File: src/sv/dtt_pkg.sv
// Shared types, constants and helpers for the deadline timer table.
// No dependencies; every other file of the block imports this package.
package dtt_pkg;

  // Table geometry
  localparam int SLOTS  = 16;
  localparam int SW     = (SLOTS > 1) ? $clog2(SLOTS) : 1;
  localparam int CNT_W  = $clog2(SLOTS + 1);

  // Field widths
  localparam int TIME_W = 48;
  localparam int PER_W  = 32;
  localparam int ID_W   = 4;
  localparam int KIND_W = 3;
  localparam int ACT_W  = 2;

  // At most this many expired timers are reported by one collect
  localparam int MAXRES = 16;
  localparam int NRES_W = $clog2(MAXRES + 1);

  // Action codes
  localparam logic [ACT_W-1:0] ACT_ADD     = 2'd0;
  localparam logic [ACT_W-1:0] ACT_COLLECT = 2'd1;
  localparam logic [ACT_W-1:0] ACT_QUERY   = 2'd2;

  // Result kinds
  typedef enum logic [KIND_W-1:0] {
    K_ADDED   = 3'd0,
    K_FULL    = 3'd1,
    K_EXPIRED = 3'd2,
    K_NONE    = 3'd3,
    K_DELAY   = 3'd4
  } kind_t;

  // One slot of the timer memory
  typedef struct packed {
    logic [TIME_W-1:0] deadline;
    logic [PER_W-1:0]  period;
    logic              rearm;
  } slot_t;

  // One result item
  typedef struct packed {
    kind_t             kind;
    logic [ID_W-1:0]   timer_id;
    logic [TIME_W-1:0] delay_ms;
    logic              table_empty;
    logic              wake;
    logic              last;
  } result_t;

  // Add a period to the current time, clamp at the largest time value
  function automatic logic [TIME_W-1:0] sat_add(input logic [TIME_W-1:0] now,
                                                input logic [PER_W-1:0]  per);
    logic [TIME_W:0] sum;
    sum = {1'b0, now} + {{(TIME_W + 1 - PER_W){1'b0}}, per};
    return sum[TIME_W] ? {TIME_W{1'b1}} : sum[TIME_W-1:0];
  endfunction

  // Timer order: by deadline, ties broken by slot index
  function automatic logic key_lt(input logic [TIME_W-1:0] da,
                                  input logic [SW-1:0]     ia,
                                  input logic [TIME_W-1:0] db,
                                  input logic [SW-1:0]     ib);
    return (da < db) || ((da == db) && (ia < ib));
  endfunction

  // Slot index as a handle, masked to the handle width
  function automatic logic [ID_W-1:0] to_id(input logic [SW-1:0] idx);
    return ID_W'(idx);
  endfunction

endpackage

File: src/sv/dtt_slot_ram.sv
// Slot memory: deadline, period and rearm mark of every timer.
// One write port, one read port with registered data; uses dtt_pkg.
module dtt_slot_ram import dtt_pkg::*; (
  input  logic          clk,
  input  logic          we,
  input  logic [SW-1:0] waddr,
  input  slot_t         wdata,
  input  logic [SW-1:0] raddr,
  output slot_t         rdata
);

  slot_t mem [SLOTS];

  // Write one entry
  always_ff @(posedge clk) begin
    if (we) begin
      mem[waddr] <= wdata;
    end
  end

  // Registered read: the entry appears in the cycle after its address
  always_ff @(posedge clk) begin
    rdata <= mem[raddr];
  end

endmodule

File: src/sv/dtt_out_buf.sv
// Output register for result items, decoupling the sequencer from a stalled receiver.
// Uses the result_t type of dtt_pkg.
module dtt_out_buf import dtt_pkg::*; (
  input  logic    clk,
  input  logic    rst,
  input  logic    load,
  input  result_t din,
  output logic    ready,
  input  logic    stall,
  output logic    valid,
  output result_t dout
);

  // Take a new item when empty or when the held one leaves this cycle
  assign ready = !valid || !stall;

  // Track occupancy
  always_ff @(posedge clk) begin
    if (rst) begin
      valid <= 1'b0;
    end else if (load) begin
      valid <= 1'b1;
    end else if (!stall) begin
      valid <= 1'b0;
    end
  end

  // Hold the payload until replaced
  always_ff @(posedge clk) begin
    if (load) begin
      dout <= din;
    end
  end

endmodule

File: src/sv/deadline_timer_table_unit.sv
// Deadline timer table: sequencer, scan compare logic and slot bookkeeping.
// Instantiates dtt_slot_ram and dtt_out_buf; uses dtt_pkg.
//
// Usage: one input channel (in_valid / in_stall) carries an action with the
// current time; one output channel (out_valid / out_stall) returns result items.
// Add and query give one result; collect gives one result per expired timer,
// earliest first, with last set on the final one, or a single "nothing expired".
// The block takes one item at a time. Every action scans all slots through the
// single read port of the slot memory, except an add to a full table, which
// answers without a scan. A collect of n timers runs one scan per reported
// timer, one more scan that finds none unless MAXRES timers were reported,
// and, if any were reported, one rearm/free sweep.
// Results sit in an output register; while the receiver stalls, the block
// finishes its current scan and waits with the next result, and in_stall stays
// high until the item is complete. Reset (rst, synchronous) empties the table
// and clears the pending wake at once; no clearing pass is needed.
module deadline_timer_table_unit import dtt_pkg::*; (
  input  logic              clk,
  input  logic              rst,
  input  logic              in_valid,
  output logic              in_stall,
  input  logic [ACT_W-1:0]  action,
  input  logic [TIME_W-1:0] now_time,
  input  logic [PER_W-1:0]  period_ms,
  input  logic              recurring,
  output logic              out_valid,
  input  logic              out_stall,
  output logic [KIND_W-1:0] kind,
  output logic [ID_W-1:0]   timer_id,
  output logic [TIME_W-1:0] delay_ms,
  output logic              table_empty,
  output logic              wake,
  output logic              last
);

  typedef enum logic [6:0] {
    S_IDLE     = 7'b0000001,
    S_ADD_SCAN = 7'b0000010,
    S_QRY_SCAN = 7'b0000100,
    S_COL_SCAN = 7'b0001000,
    S_COL_LAST = 7'b0010000,
    S_COL_UPD  = 7'b0100000,
    S_EMIT     = 7'b1000000
  } state_t;

  state_t            state;
  state_t            emit_ret;
  logic [SLOTS-1:0]  used;
  logic              wake_pending;

  // Latched item
  logic [TIME_W-1:0] now_r;
  logic [SW-1:0]     new_slot;
  logic [TIME_W-1:0] new_dl;
  logic [PER_W-1:0]  new_per;
  logic              new_rep;

  // Scan pipeline
  logic [CNT_W-1:0]  cnt;
  logic              rd_vld;
  logic [SW-1:0]     rd_idx;
  slot_t             rd_data;
  logic              scan_active;
  logic              issue;
  logic              scan_done;

  // Candidates and collect progress
  logic              best_found;
  logic [TIME_W-1:0] best_dl;
  logic [SW-1:0]     best_idx;
  logic              any_earlier;
  logic              have_last;
  logic [TIME_W-1:0] last_dl;
  logic [SW-1:0]     last_idx;
  logic              pend_valid;
  logic [SW-1:0]     pend_idx;
  logic [NRES_W-1:0] n_cnt;

  // Element tests
  logic              elem_used;
  logic              elem_due;
  logic              elem_after_last;
  logic              elem_before_best;
  logic              take_qry;
  logic              take_col;
  logic              earlier_new;
  logic              upd_hit;

  // Free slot search
  logic              free_found;
  logic [SW-1:0]     free_idx;

  // Memory write port
  logic              mem_we;
  logic [SW-1:0]     mem_waddr;
  slot_t             mem_wdata;

  // Result path
  result_t           res;
  result_t           out_res;
  logic              buf_ready;
  logic              out_load;
  logic [TIME_W-1:0] qry_delay;
  logic              add_wake;

  function automatic result_t mk_res(input kind_t k, input logic [ID_W-1:0] id,
                                     input logic [TIME_W-1:0] dly, input logic emp,
                                     input logic wk, input logic lst);
    result_t r;
    r.kind        = k;
    r.timer_id    = id;
    r.delay_ms    = dly;
    r.table_empty = emp;
    r.wake        = wk;
    r.last        = lst;
    return r;
  endfunction

  assign in_stall = (state != S_IDLE);

  // Find the lowest free slot
  always_comb begin
    free_found = 1'b0;
    free_idx   = '0;
    for (int i = SLOTS - 1; i >= 0; i--) begin
      if (!used[i]) begin
        free_found = 1'b1;
        free_idx   = SW'(i);
      end
    end
  end

  // Sweep addresses through the memory read port
  assign scan_active = (state == S_ADD_SCAN) || (state == S_QRY_SCAN) ||
                       (state == S_COL_SCAN) || (state == S_COL_UPD);
  assign issue       = scan_active && (cnt != CNT_W'(SLOTS));
  assign scan_done   = scan_active && (cnt == CNT_W'(SLOTS)) && !rd_vld;

  // Compare the returned entry against candidates
  assign elem_used        = used[rd_idx];
  assign elem_due         = (rd_data.deadline <= now_r);
  assign elem_after_last  = !have_last || key_lt(last_dl, last_idx, rd_data.deadline, rd_idx);
  assign elem_before_best = !best_found || key_lt(rd_data.deadline, rd_idx, best_dl, best_idx);
  assign take_qry         = rd_vld && elem_used && elem_before_best;
  assign take_col         = take_qry && elem_due && elem_after_last;
  assign earlier_new      = rd_vld && elem_used &&
                            key_lt(rd_data.deadline, rd_idx, new_dl, new_slot);
  assign upd_hit          = rd_vld && elem_used && elem_due &&
                            !key_lt(last_dl, last_idx, rd_data.deadline, rd_idx);

  assign qry_delay = (best_found && (best_dl > now_r)) ? (best_dl - now_r) : '0;
  assign add_wake  = !any_earlier && !wake_pending;

  // Write the new timer at the end of an add, rearm during the collect sweep
  always_comb begin
    mem_we    = 1'b0;
    mem_waddr = rd_idx;
    mem_wdata = rd_data;
    if ((state == S_ADD_SCAN) && scan_done) begin
      mem_we          = 1'b1;
      mem_waddr       = new_slot;
      mem_wdata.deadline = new_dl;
      mem_wdata.period   = new_per;
      mem_wdata.rearm    = new_rep;
    end else if ((state == S_COL_UPD) && upd_hit && rd_data.rearm) begin
      mem_we             = 1'b1;
      mem_wdata.deadline = sat_add(now_r, rd_data.period);
    end
  end

  assign out_load = (state == S_EMIT) && buf_ready;

  // Sequencer
  always_ff @(posedge clk) begin
    if (rst) begin
      state        <= S_IDLE;
      emit_ret     <= S_IDLE;
      used         <= '0;
      wake_pending <= 1'b0;
      rd_vld       <= 1'b0;
      cnt          <= '0;
      best_found   <= 1'b0;
      any_earlier  <= 1'b0;
      have_last    <= 1'b0;
      pend_valid   <= 1'b0;
      n_cnt        <= '0;
    end else begin
      // advance the scan
      rd_vld <= issue;
      rd_idx <= cnt[SW-1:0];
      if (issue) begin
        cnt <= cnt + 1'b1;
      end

      // track candidates
      if ((state == S_ADD_SCAN) && earlier_new) begin
        any_earlier <= 1'b1;
      end
      if (((state == S_QRY_SCAN) && take_qry) || ((state == S_COL_SCAN) && take_col)) begin
        best_found <= 1'b1;
        best_dl    <= rd_data.deadline;
        best_idx   <= rd_idx;
      end

      // free reported one-shot timers
      if ((state == S_COL_UPD) && upd_hit && !rd_data.rearm) begin
        used[rd_idx] <= 1'b0;
      end

      case (state)
        S_IDLE: begin
          if (in_valid) begin
            now_r       <= now_time;
            cnt         <= '0;
            best_found  <= 1'b0;
            any_earlier <= 1'b0;
            case (action)
              ACT_ADD: begin
                if (free_found) begin
                  new_slot <= free_idx;
                  new_dl   <= sat_add(now_time, period_ms);
                  new_per  <= period_ms;
                  new_rep  <= recurring;
                  state    <= S_ADD_SCAN;
                end else begin
                  res      <= mk_res(K_FULL, '0, '0, 1'b0, 1'b0, 1'b1);
                  emit_ret <= S_IDLE;
                  state    <= S_EMIT;
                end
              end
              ACT_COLLECT: begin
                have_last  <= 1'b0;
                pend_valid <= 1'b0;
                n_cnt      <= '0;
                state      <= S_COL_SCAN;
              end
              ACT_QUERY: begin
                wake_pending <= 1'b0;
                state        <= S_QRY_SCAN;
              end
              default: begin
                state <= S_IDLE;
              end
            endcase
          end
        end

        S_ADD_SCAN: begin
          if (scan_done) begin
            used[new_slot] <= 1'b1;
            if (add_wake) begin
              wake_pending <= 1'b1;
            end
            res      <= mk_res(K_ADDED, to_id(new_slot), '0, 1'b0, add_wake, 1'b1);
            emit_ret <= S_IDLE;
            state    <= S_EMIT;
          end
        end

        S_QRY_SCAN: begin
          if (scan_done) begin
            res      <= mk_res(K_DELAY, '0, qry_delay, !best_found, 1'b0, 1'b1);
            emit_ret <= S_IDLE;
            state    <= S_EMIT;
          end
        end

        S_COL_SCAN: begin
          if (scan_done) begin
            if (best_found) begin
              // hold the new find, send the previous one
              pend_idx   <= best_idx;
              pend_valid <= 1'b1;
              last_dl    <= best_dl;
              last_idx   <= best_idx;
              have_last  <= 1'b1;
              n_cnt      <= n_cnt + 1'b1;
              cnt        <= '0;
              best_found <= 1'b0;
              if (pend_valid) begin
                res      <= mk_res(K_EXPIRED, to_id(pend_idx), '0, 1'b0, 1'b0, 1'b0);
                emit_ret <= (n_cnt == NRES_W'(MAXRES - 1)) ? S_COL_LAST : S_COL_SCAN;
                state    <= S_EMIT;
              end else begin
                state <= (n_cnt == NRES_W'(MAXRES - 1)) ? S_COL_LAST : S_COL_SCAN;
              end
            end else if (pend_valid) begin
              state <= S_COL_LAST;
            end else begin
              res      <= mk_res(K_NONE, '0, '0, 1'b0, 1'b0, 1'b1);
              emit_ret <= S_IDLE;
              state    <= S_EMIT;
            end
          end
        end

        S_COL_LAST: begin
          res      <= mk_res(K_EXPIRED, to_id(pend_idx), '0, 1'b0, 1'b0, 1'b1);
          emit_ret <= S_COL_UPD;
          cnt      <= '0;
          state    <= S_EMIT;
        end

        S_COL_UPD: begin
          if (scan_done) begin
            state <= S_IDLE;
          end
        end

        S_EMIT: begin
          if (buf_ready) begin
            state <= emit_ret;
          end
        end

        default: begin
          state <= S_IDLE;
        end
      endcase
    end
  end

  dtt_slot_ram u_ram (
    .clk   (clk),
    .we    (mem_we),
    .waddr (mem_waddr),
    .wdata (mem_wdata),
    .raddr (cnt[SW-1:0]),
    .rdata (rd_data)
  );

  dtt_out_buf u_out (
    .clk   (clk),
    .rst   (rst),
    .load  (out_load),
    .din   (res),
    .ready (buf_ready),
    .stall (out_stall),
    .valid (out_valid),
    .dout  (out_res)
  );

  // Drive the result fields
  assign kind        = out_res.kind;
  assign timer_id    = out_res.timer_id;
  assign delay_ms    = out_res.delay_ms;
  assign table_empty = out_res.table_empty;
  assign wake        = out_res.wake;
  assign last        = out_res.last;

endmodule
File: config.mk
export PLATFORM = sky130hd
export DESIGN_NAME = deadline_timer_table_unit
export DESIGN_NICKNAME = d
export VERILOG_FILES = /design/src/sv/dtt_pkg.sv /design/src/sv/dtt_slot_ram.sv /design/src/sv/dtt_out_buf.sv /design/src/sv/deadline_timer_table_unit.sv
export SDC_FILE = /design/constraint.sdc
export NUM_CORES = 2
export LEC_CHECK = 0
export BUFFER_PORTS_ARGS = -buffer_cell sky130_fd_sc_hd__clkbuf_2
export CORE_MARGIN = 2
export CORE_UTILIZATION = 35
export DETAILED_ROUTE_END_ITERATION = 6
export GPL_TIMING_DRIVEN = 1
export HOLD_SLACK_MARGIN = 0.02
export SLEW_MARGIN = 20
export SYNTH_ARGS = -nofsm -noshare
export SYNTH_HDL_FRONTEND = slang
export SYNTH_SLANG_ARGS = --single-unit
File: constraint.sdc
create_clock -name clk -period 10.3 [get_ports clk]
set_input_delay 2.06 -clock clk [delete_from_list [all_inputs] [get_ports clk]]
set_output_delay 2.06 -clock clk [all_outputs]
set_load 0.05 [all_outputs]
== After elaboration in Yosys (flattened, before gate mapping) ==
Memory sizes are Yosys's and may differ from the RTL's. A register that Yosys moved wholly into a read port is not among the register bits.
Index checks and enable logic that the tools add are counted.

* Muxes and demuxes: 111
* Bitwise logic cells: 4
* Order comparisons: 12
* Equal/unequal tests: 32
* Add/subtract/negate cells: 5
* Reductions and logical operators: 62

{| class="wikitable"
|+ Operators with widths
! kind !! number
|-
| $mux W58 || 9
|-
| $pmux W58 S5 || 1
|-
| $mux W48 || 4
|-
| $eq A48 B48 Y1 || 3
|-
| $lt A48 B48 Y1 || 3
|-
| $mux W7 || 16
|-
| $add A48 B32 Y49 || 2
|-
| $mux W16 || 4
|-
| $gt A48 B48 Y1 || 1
|-
| $le A48 B48 Y1 || 1
|-
| $sub A48 B48 Y48 || 1
|-
| $mux W5 || 9
|-
| $pmux W7 S6 || 1
|-
| $mux W1 || 41
|-
| $mux W4 || 9
|-
| $mux W33 || 1
|-
| $pmux W7 S4 || 1
|-
| $logic_and A1 B1 Y1 || 25
|-
| $pmux W7 S3 || 1
|-
| $reduce_and A5 Y1 || 4
|-
| $ne A2 B2 Y1 const B || 9
|-
| $and A16 B16 Y16 || 1
|-
| $not A16 Y16 || 1
|-
| $or A16 B16 Y16 || 1
|-
| other kinds (39) || 77
|}

* Memories: 1
* Logic and storage cells: 263
* Bits in writable memories: 1,296
* Register bits: 403
* Output and inout bits: 60
* Bits of input ports: 87

{| class="wikitable"
|+ Memories
! memory !! depth !! width !! read ports !! clocked after Yosys merged registers in !! write ports !! RTL line !! text
|-
| u_ram.mem || 16 || 81 || 1 || 1 || 1 || dtt_slot_ram.sv:12 || <nowiki>slot_t mem [SLOTS];</nowiki>
|}

== Logic depth before layout (Yosys ltp) ==
* Word-level depth: 20
* Depth in mapped cells: 18
* Depth with buffers taken out: 14

== By module ==
A second synthesis with hierarchy kept.

* Cell total of the unflattened synthesis: 4,771
* Area total of the unflattened synthesis: 76,554.7 um2

{| class="wikitable"
|+ Modules (own cells, without submodules)
! module !! sequential area each (um2) !! instances !! area an instance (um2) !! cells an instance
|-
| dtt_slot_ram || 40,538.9 || 1 || 50,020.5 || 2,078
|-
| deadline_timer_table_unit || 9,819.4 || 1 || 24,760.0 || 2,631
|-
| dtt_out_buf || 1,761.7 || 1 || 1,774.2 || 62
|}

== Worst setup path after synthesis ==
No wires, ideal clock.

* Kind: reg2reg
* Start: register cnt[0]
* End: memory u_ram.mem[0][0] in the netlist's numbering, enable pin
* Arrival: 7,068 ps
* Period minus slack after synthesis: 7,597 ps
* Path slack: 2,703 ps
* Cell stages (with the launch flop): 17
* Path buffers: 7
* Required time: 9,771 ps
* Library setup time: 529 ps
* Path through: dfxtp_1 clkbuf_1 clkbuf_1 buf_2 buf_1 inv_1 ha_1 nor4bb_1 nand2b_1 clkbuf_1 or2_2 buf_2 nand2_1 or4_4 buf_6 o31ai_4 nor2b_1

* Longest elaborated chain between the ends: 7
* Elaborated cells between the ends (all ways): 8
* Those cells by class: eq/ne (1); mux (4); reduce/logical (3)

{| class="wikitable"
|+ Ends and longest elaborated chain
! element !! RTL line !! text
|-
| start: declaration || deadline_timer_table_unit.sv:59 || <nowiki>logic [CNT_W-1:0] cnt;</nowiki>
|-
| start signal: assignment || deadline_timer_table_unit.sv:192 || <nowiki>cnt <= cnt + 1'b1;</nowiki>
|-
| $eq A5 B5 Y1 * || deadline_timer_table_unit.sv:137 || <nowiki>assign scan_done = scan_active && (cnt == CNT_W'(SLOTS)) && !rd_vld;</nowiki>
|-
| $logic_and A1 B1 Y1 * (2 in a row) || deadline_timer_table_unit.sv:137 ||
|-
| $logic_and A1 B1 Y1 * || deadline_timer_table_unit.sv:159 || <nowiki>if ((state == S_ADD_SCAN) && scan_done) begin</nowiki>
|-
| $mux W1 || deadline_timer_table_unit.sv:159 ||
|-
| $mux W1 || dtt_slot_ram.sv:16 || <nowiki>if (we) begin</nowiki>
|-
| $mux W1 (not written as such) || dtt_slot_ram.sv:17 || <nowiki>mem[waddr] <= wdata;</nowiki>
|-
| end: declaration || dtt_slot_ram.sv:12 ||
|}

Mark *: on every way between the ends. The rest lies on a longest branch, timed or not.

== Worst setup path in the final report ==
* Start: register u_ram.rdata[78] (netlist name)
* End: memory u_ram.mem[12][18] in the netlist's numbering, enable pin

* Longest elaborated chain between the ends: 11
* Elaborated cells between the ends (all ways): 14
* Those cells by class: order compare (2); eq/ne (1); mux (4); reduce/logical (7)

{| class="wikitable"
|+ Ends and longest elaborated chain
! element !! RTL line !! text
|-
| branches (longest 4 deep; another with $lt A48 B48 Y1) || n/a ||
|-
| $logic_and A1 B1 Y1 * || deadline_timer_table_unit.sv:148 || <nowiki>assign upd_hit = rd_vld && elem_used && elem_due &&</nowiki>
|-
| $logic_and A1 B1 Y1 * (2 in a row) || deadline_timer_table_unit.sv:165 || <nowiki>end else if ((state == S_COL_UPD) && upd_hit && rd_data.rearm) begin</nowiki>
|-
| $mux W1 * || deadline_timer_table_unit.sv:165 ||
|-
| $mux W1 * || deadline_timer_table_unit.sv:159 ||
|-
| $mux W1 * || dtt_slot_ram.sv:16 ||
|-
| $mux W1 (not written as such) * || dtt_slot_ram.sv:17 ||
|}

Every way passes the cells marked *.

==> impl_metrics.csv <==
group,metric,value,unit
sta,drv_slew,0,
logic_synthesis,synth_top_area_frac,0.648,
clocking,postCtsSetupBuffers,0,
logic_synthesis,yosys.area_share.adder,0.0529,
detailed_routing,drc,0,
critical_path,startpoint_type,"flop",
critical_path,critPathMaxFanout,43,
clocking,max-clock-path-buffers,3,
sta,slew_headroom,0.255,
clocking,clock-sinks,1777,
sta,rsz0062_at_grt,"false",
floorplanning,io_pins,147,
clocking,clk-insertion-delay-late,860,ps
logic_synthesis,syn_avg_cell_area,16.7,um^2
sta,period_share,0.635,
clocking,cts_made_buffers,183,
finish,drive_above_1_share,0.204,
floorplanning,die_h,472,um
power_and_ir_drop,p_per_area,181,nW/um^2
placed_design,portBuffers,146,
global_route,antenna_found_initial,23,
global_route,grt.overflow.total,0,
logic_synthesis,async_flop_share,0,
sta,setup_viol,0,
critical_path,path_class,"reg -> reg",
sta,min_period,6540,ps
detailed_routing,vias_per_cell,5.55,
outcome,status,"finished, final reports clean",
detailed_routing,via_count,43549,
placed_design,gp_routability_congestion,0.904,
finish,fill_cells,19666,
floorplanning,design.core.area,217000,um^2
critical_path,cp_slowest_cell,"buf_4",
detailed_routing,ant_nets,0,
logic_synthesis,synth-simple-area-share,0.0497,
critical_path,cp.required,10740,ps
logic_synthesis,synthTopCellsByArea,"edfxtp_1, mux4_2, ha_1",
detailed_routing,drt_iter0_markers,5191,
sta,fmax,0.153,GHz
global_route,grt_pass1_wl,308000,um
job,drv_cap,0,
sta,worst_slew_pin_slew,1120,ps
clocking,ctsResizeCount,0,
logic_synthesis,synthMuxAreaShare,0.121,
logic_synthesis,synth_compound_area_frac,0.0613,
clocking,cts.reportedPaths.clkPinSlew,60,ps
floorplanning,die_w,472,um
clocking,cts_hold_buf,0,
logic_synthesis,yosysTopAreaCell,"edfxtp_1",
logic_synthesis,ys_seq_area_frac,0.680,
critical_path,worstPathArrival,6980,ps
sta,fin_skew,72.5,ps
logic_synthesis,synth_edf_count,1653,
logic_synthesis,synth_cell_types,84,
sta,tns,0,ps
critical_path,critPathTopFamily,"simple AND/OR/NAND/NOR gates",
placed_design,hpwl,136000,um
logic_synthesis,synth-xor-area-share,0.0136,
floorplanning,start_util,0.353,
sta,finalHoldViolCount,0,
finish,nNetsFinal,5224,
critical_path,cp_cell_sequence,"inv_1, ha_1, nand3_1, nor3_2, nand4_1, nor4_2, o21ai_1, a22o_1, or4_4, o21ai_1, nor2b_4, buf_4, buf_4",
sta,hold_slack,417,ps
floorplanning,rows,171,
power_and_ir_drop,vdd_drop_max,0.198,mV
finish,mostFrequentLayoutCell,"edfxtp_1",
critical_path,worst-path-buf-inv,3,
logic_synthesis,yosysWarnings,0,
clocking,ctsHtreeMaxLevel,4,
critical_path,cp-end-kind,"flop",
logic_synthesis,synth_top_family_by_area,"multiplexers",
logic_synthesis,synth_ff_type,"edfxtp_1",
sta,setup_ws,3760,ps
floorplanning,die-area,223000,um^2
finish,layout_common_cells,"edfxtp_1, mux4_2, ha_1",
critical_path,max_stage_delay,880,ps
finish,area_growth,13.8,%
logic_synthesis,syn_area,76600,um^2
finish,instances_no_fill,7841,
placed_design,pre_cts_ws,3560,ps
detailed_routing,firstDrtPassIters,6,
global_route,grt_pass1_vias,42770,
logic_synthesis,syn_inst,4582,
detailed_routing,drt-wirelength-per-cell,27.4,um
logic_synthesis,synth_nets,4991,
placed_design,dp.cells,7484,
clocking,cts_tree,"done",
detailed_routing,drt_wl_total,215000,um
logic_synthesis,ys_ff_latch,1777,
worst_hold_path,hp-class,"reg -> reg",
power_and_ir_drop,p_leak,0.0256,uW
global_route,grt_max_degree,98,
clocking,clock_tree.root_cell,"clkbuf_16",
global_route,grt_use_total,0.190,
per-stage QoR:
step,util,power [uW],area [um^2]
2_1_floorplan,-,8760,76600
3_3_place_gp,0.372,9100,80900
3_5_place_dp,0.372,9110,80900
4_1_cts,0.401,15800,87100
5_1_grt,0.401,16200,87200
6_report,0.401,15700,87200
state kept, by name, indices dropped and copies added (netlist names), 16 cells and up:
| name | cells |
|---|---|
| now_r | 48 |
| best_dl | 48 |
| u_ram.mem | 1296 |
| new_dl | 48 |
| u_ram.rdata | 81 |
| res | 58 |
| used | 16 |
| last_dl | 48 |
| new_per | 32 |
| u_out.dout | 58 |
cell usage after synthesis (all sizes together), types with 21 or more instances:
cell type  count
edfxtp      1653
mux4         410
ha           319
nand2        299
a21oi        283
inv          253
nor2         173
o21ai        130
dfxtp        124
clkbuf        92
a21o          89
buf           68
nand3         67
xnor2         64
nand4         63
xor2          55
nor3          43
nor2b         32
a211oi        30
o22ai         30
a31oi         26
nand2b        26
o21bai        21
cell families after synthesis:
logic type,after synthesis
DFF,1777
and+or+nand+nor,803
AOI/OAI and AO/OA,731
muxes,417
buffers and inverters,413
adders and majority gates,322
xor gates and xnor gates,119
final timing paths:
check,end,depth (start not counted),slack [ps],from
setup / recovery,u_ram.mem[12][18],13,3760,u_ram.rdata[78]
hold / removal,u_out.dout[46],0,420,res[46]
setup reg to reg,u_ram.mem[12][18],13,3760,u_ram.rdata[78]
hold reg to reg,u_out.dout[46],0,420,res[46]
per-layer routing:
metal	part of all wire	global-route usage
met2	0.46	0.297
met4	0.030	0.0626
met5	0	0
met1	0.44	0.273
met3	0.065	0.0270
where the power goes:
group          internal [uW]  switching [uW]
combinational            350             679
sequential              7880            59.1
clock                   3850            2920
total                  12100            3660
layout make-up:
| type | count | area, um^2 | share of cell area |
|---|---|---|---|
| clock buffers | 229 | 4920 | 0.0565 |
| repair buffers | 208 | 1210 | 0.0139 |
| inverters | 253 | 950 | 0.0109 |
| flip-flops and latches | 1777 | 52100 | 0.598 |
| multi-input cells | 2392 | 23100 | 0.265 |
| well taps | 2854 | 3570 | 0.0409 |
| diodes | 10 | 25.0 | 0.000287 |
| clock inverters | 118 | 1270 | 0.0145 |
Note: power is estimated with default switching activity, not from simulation.
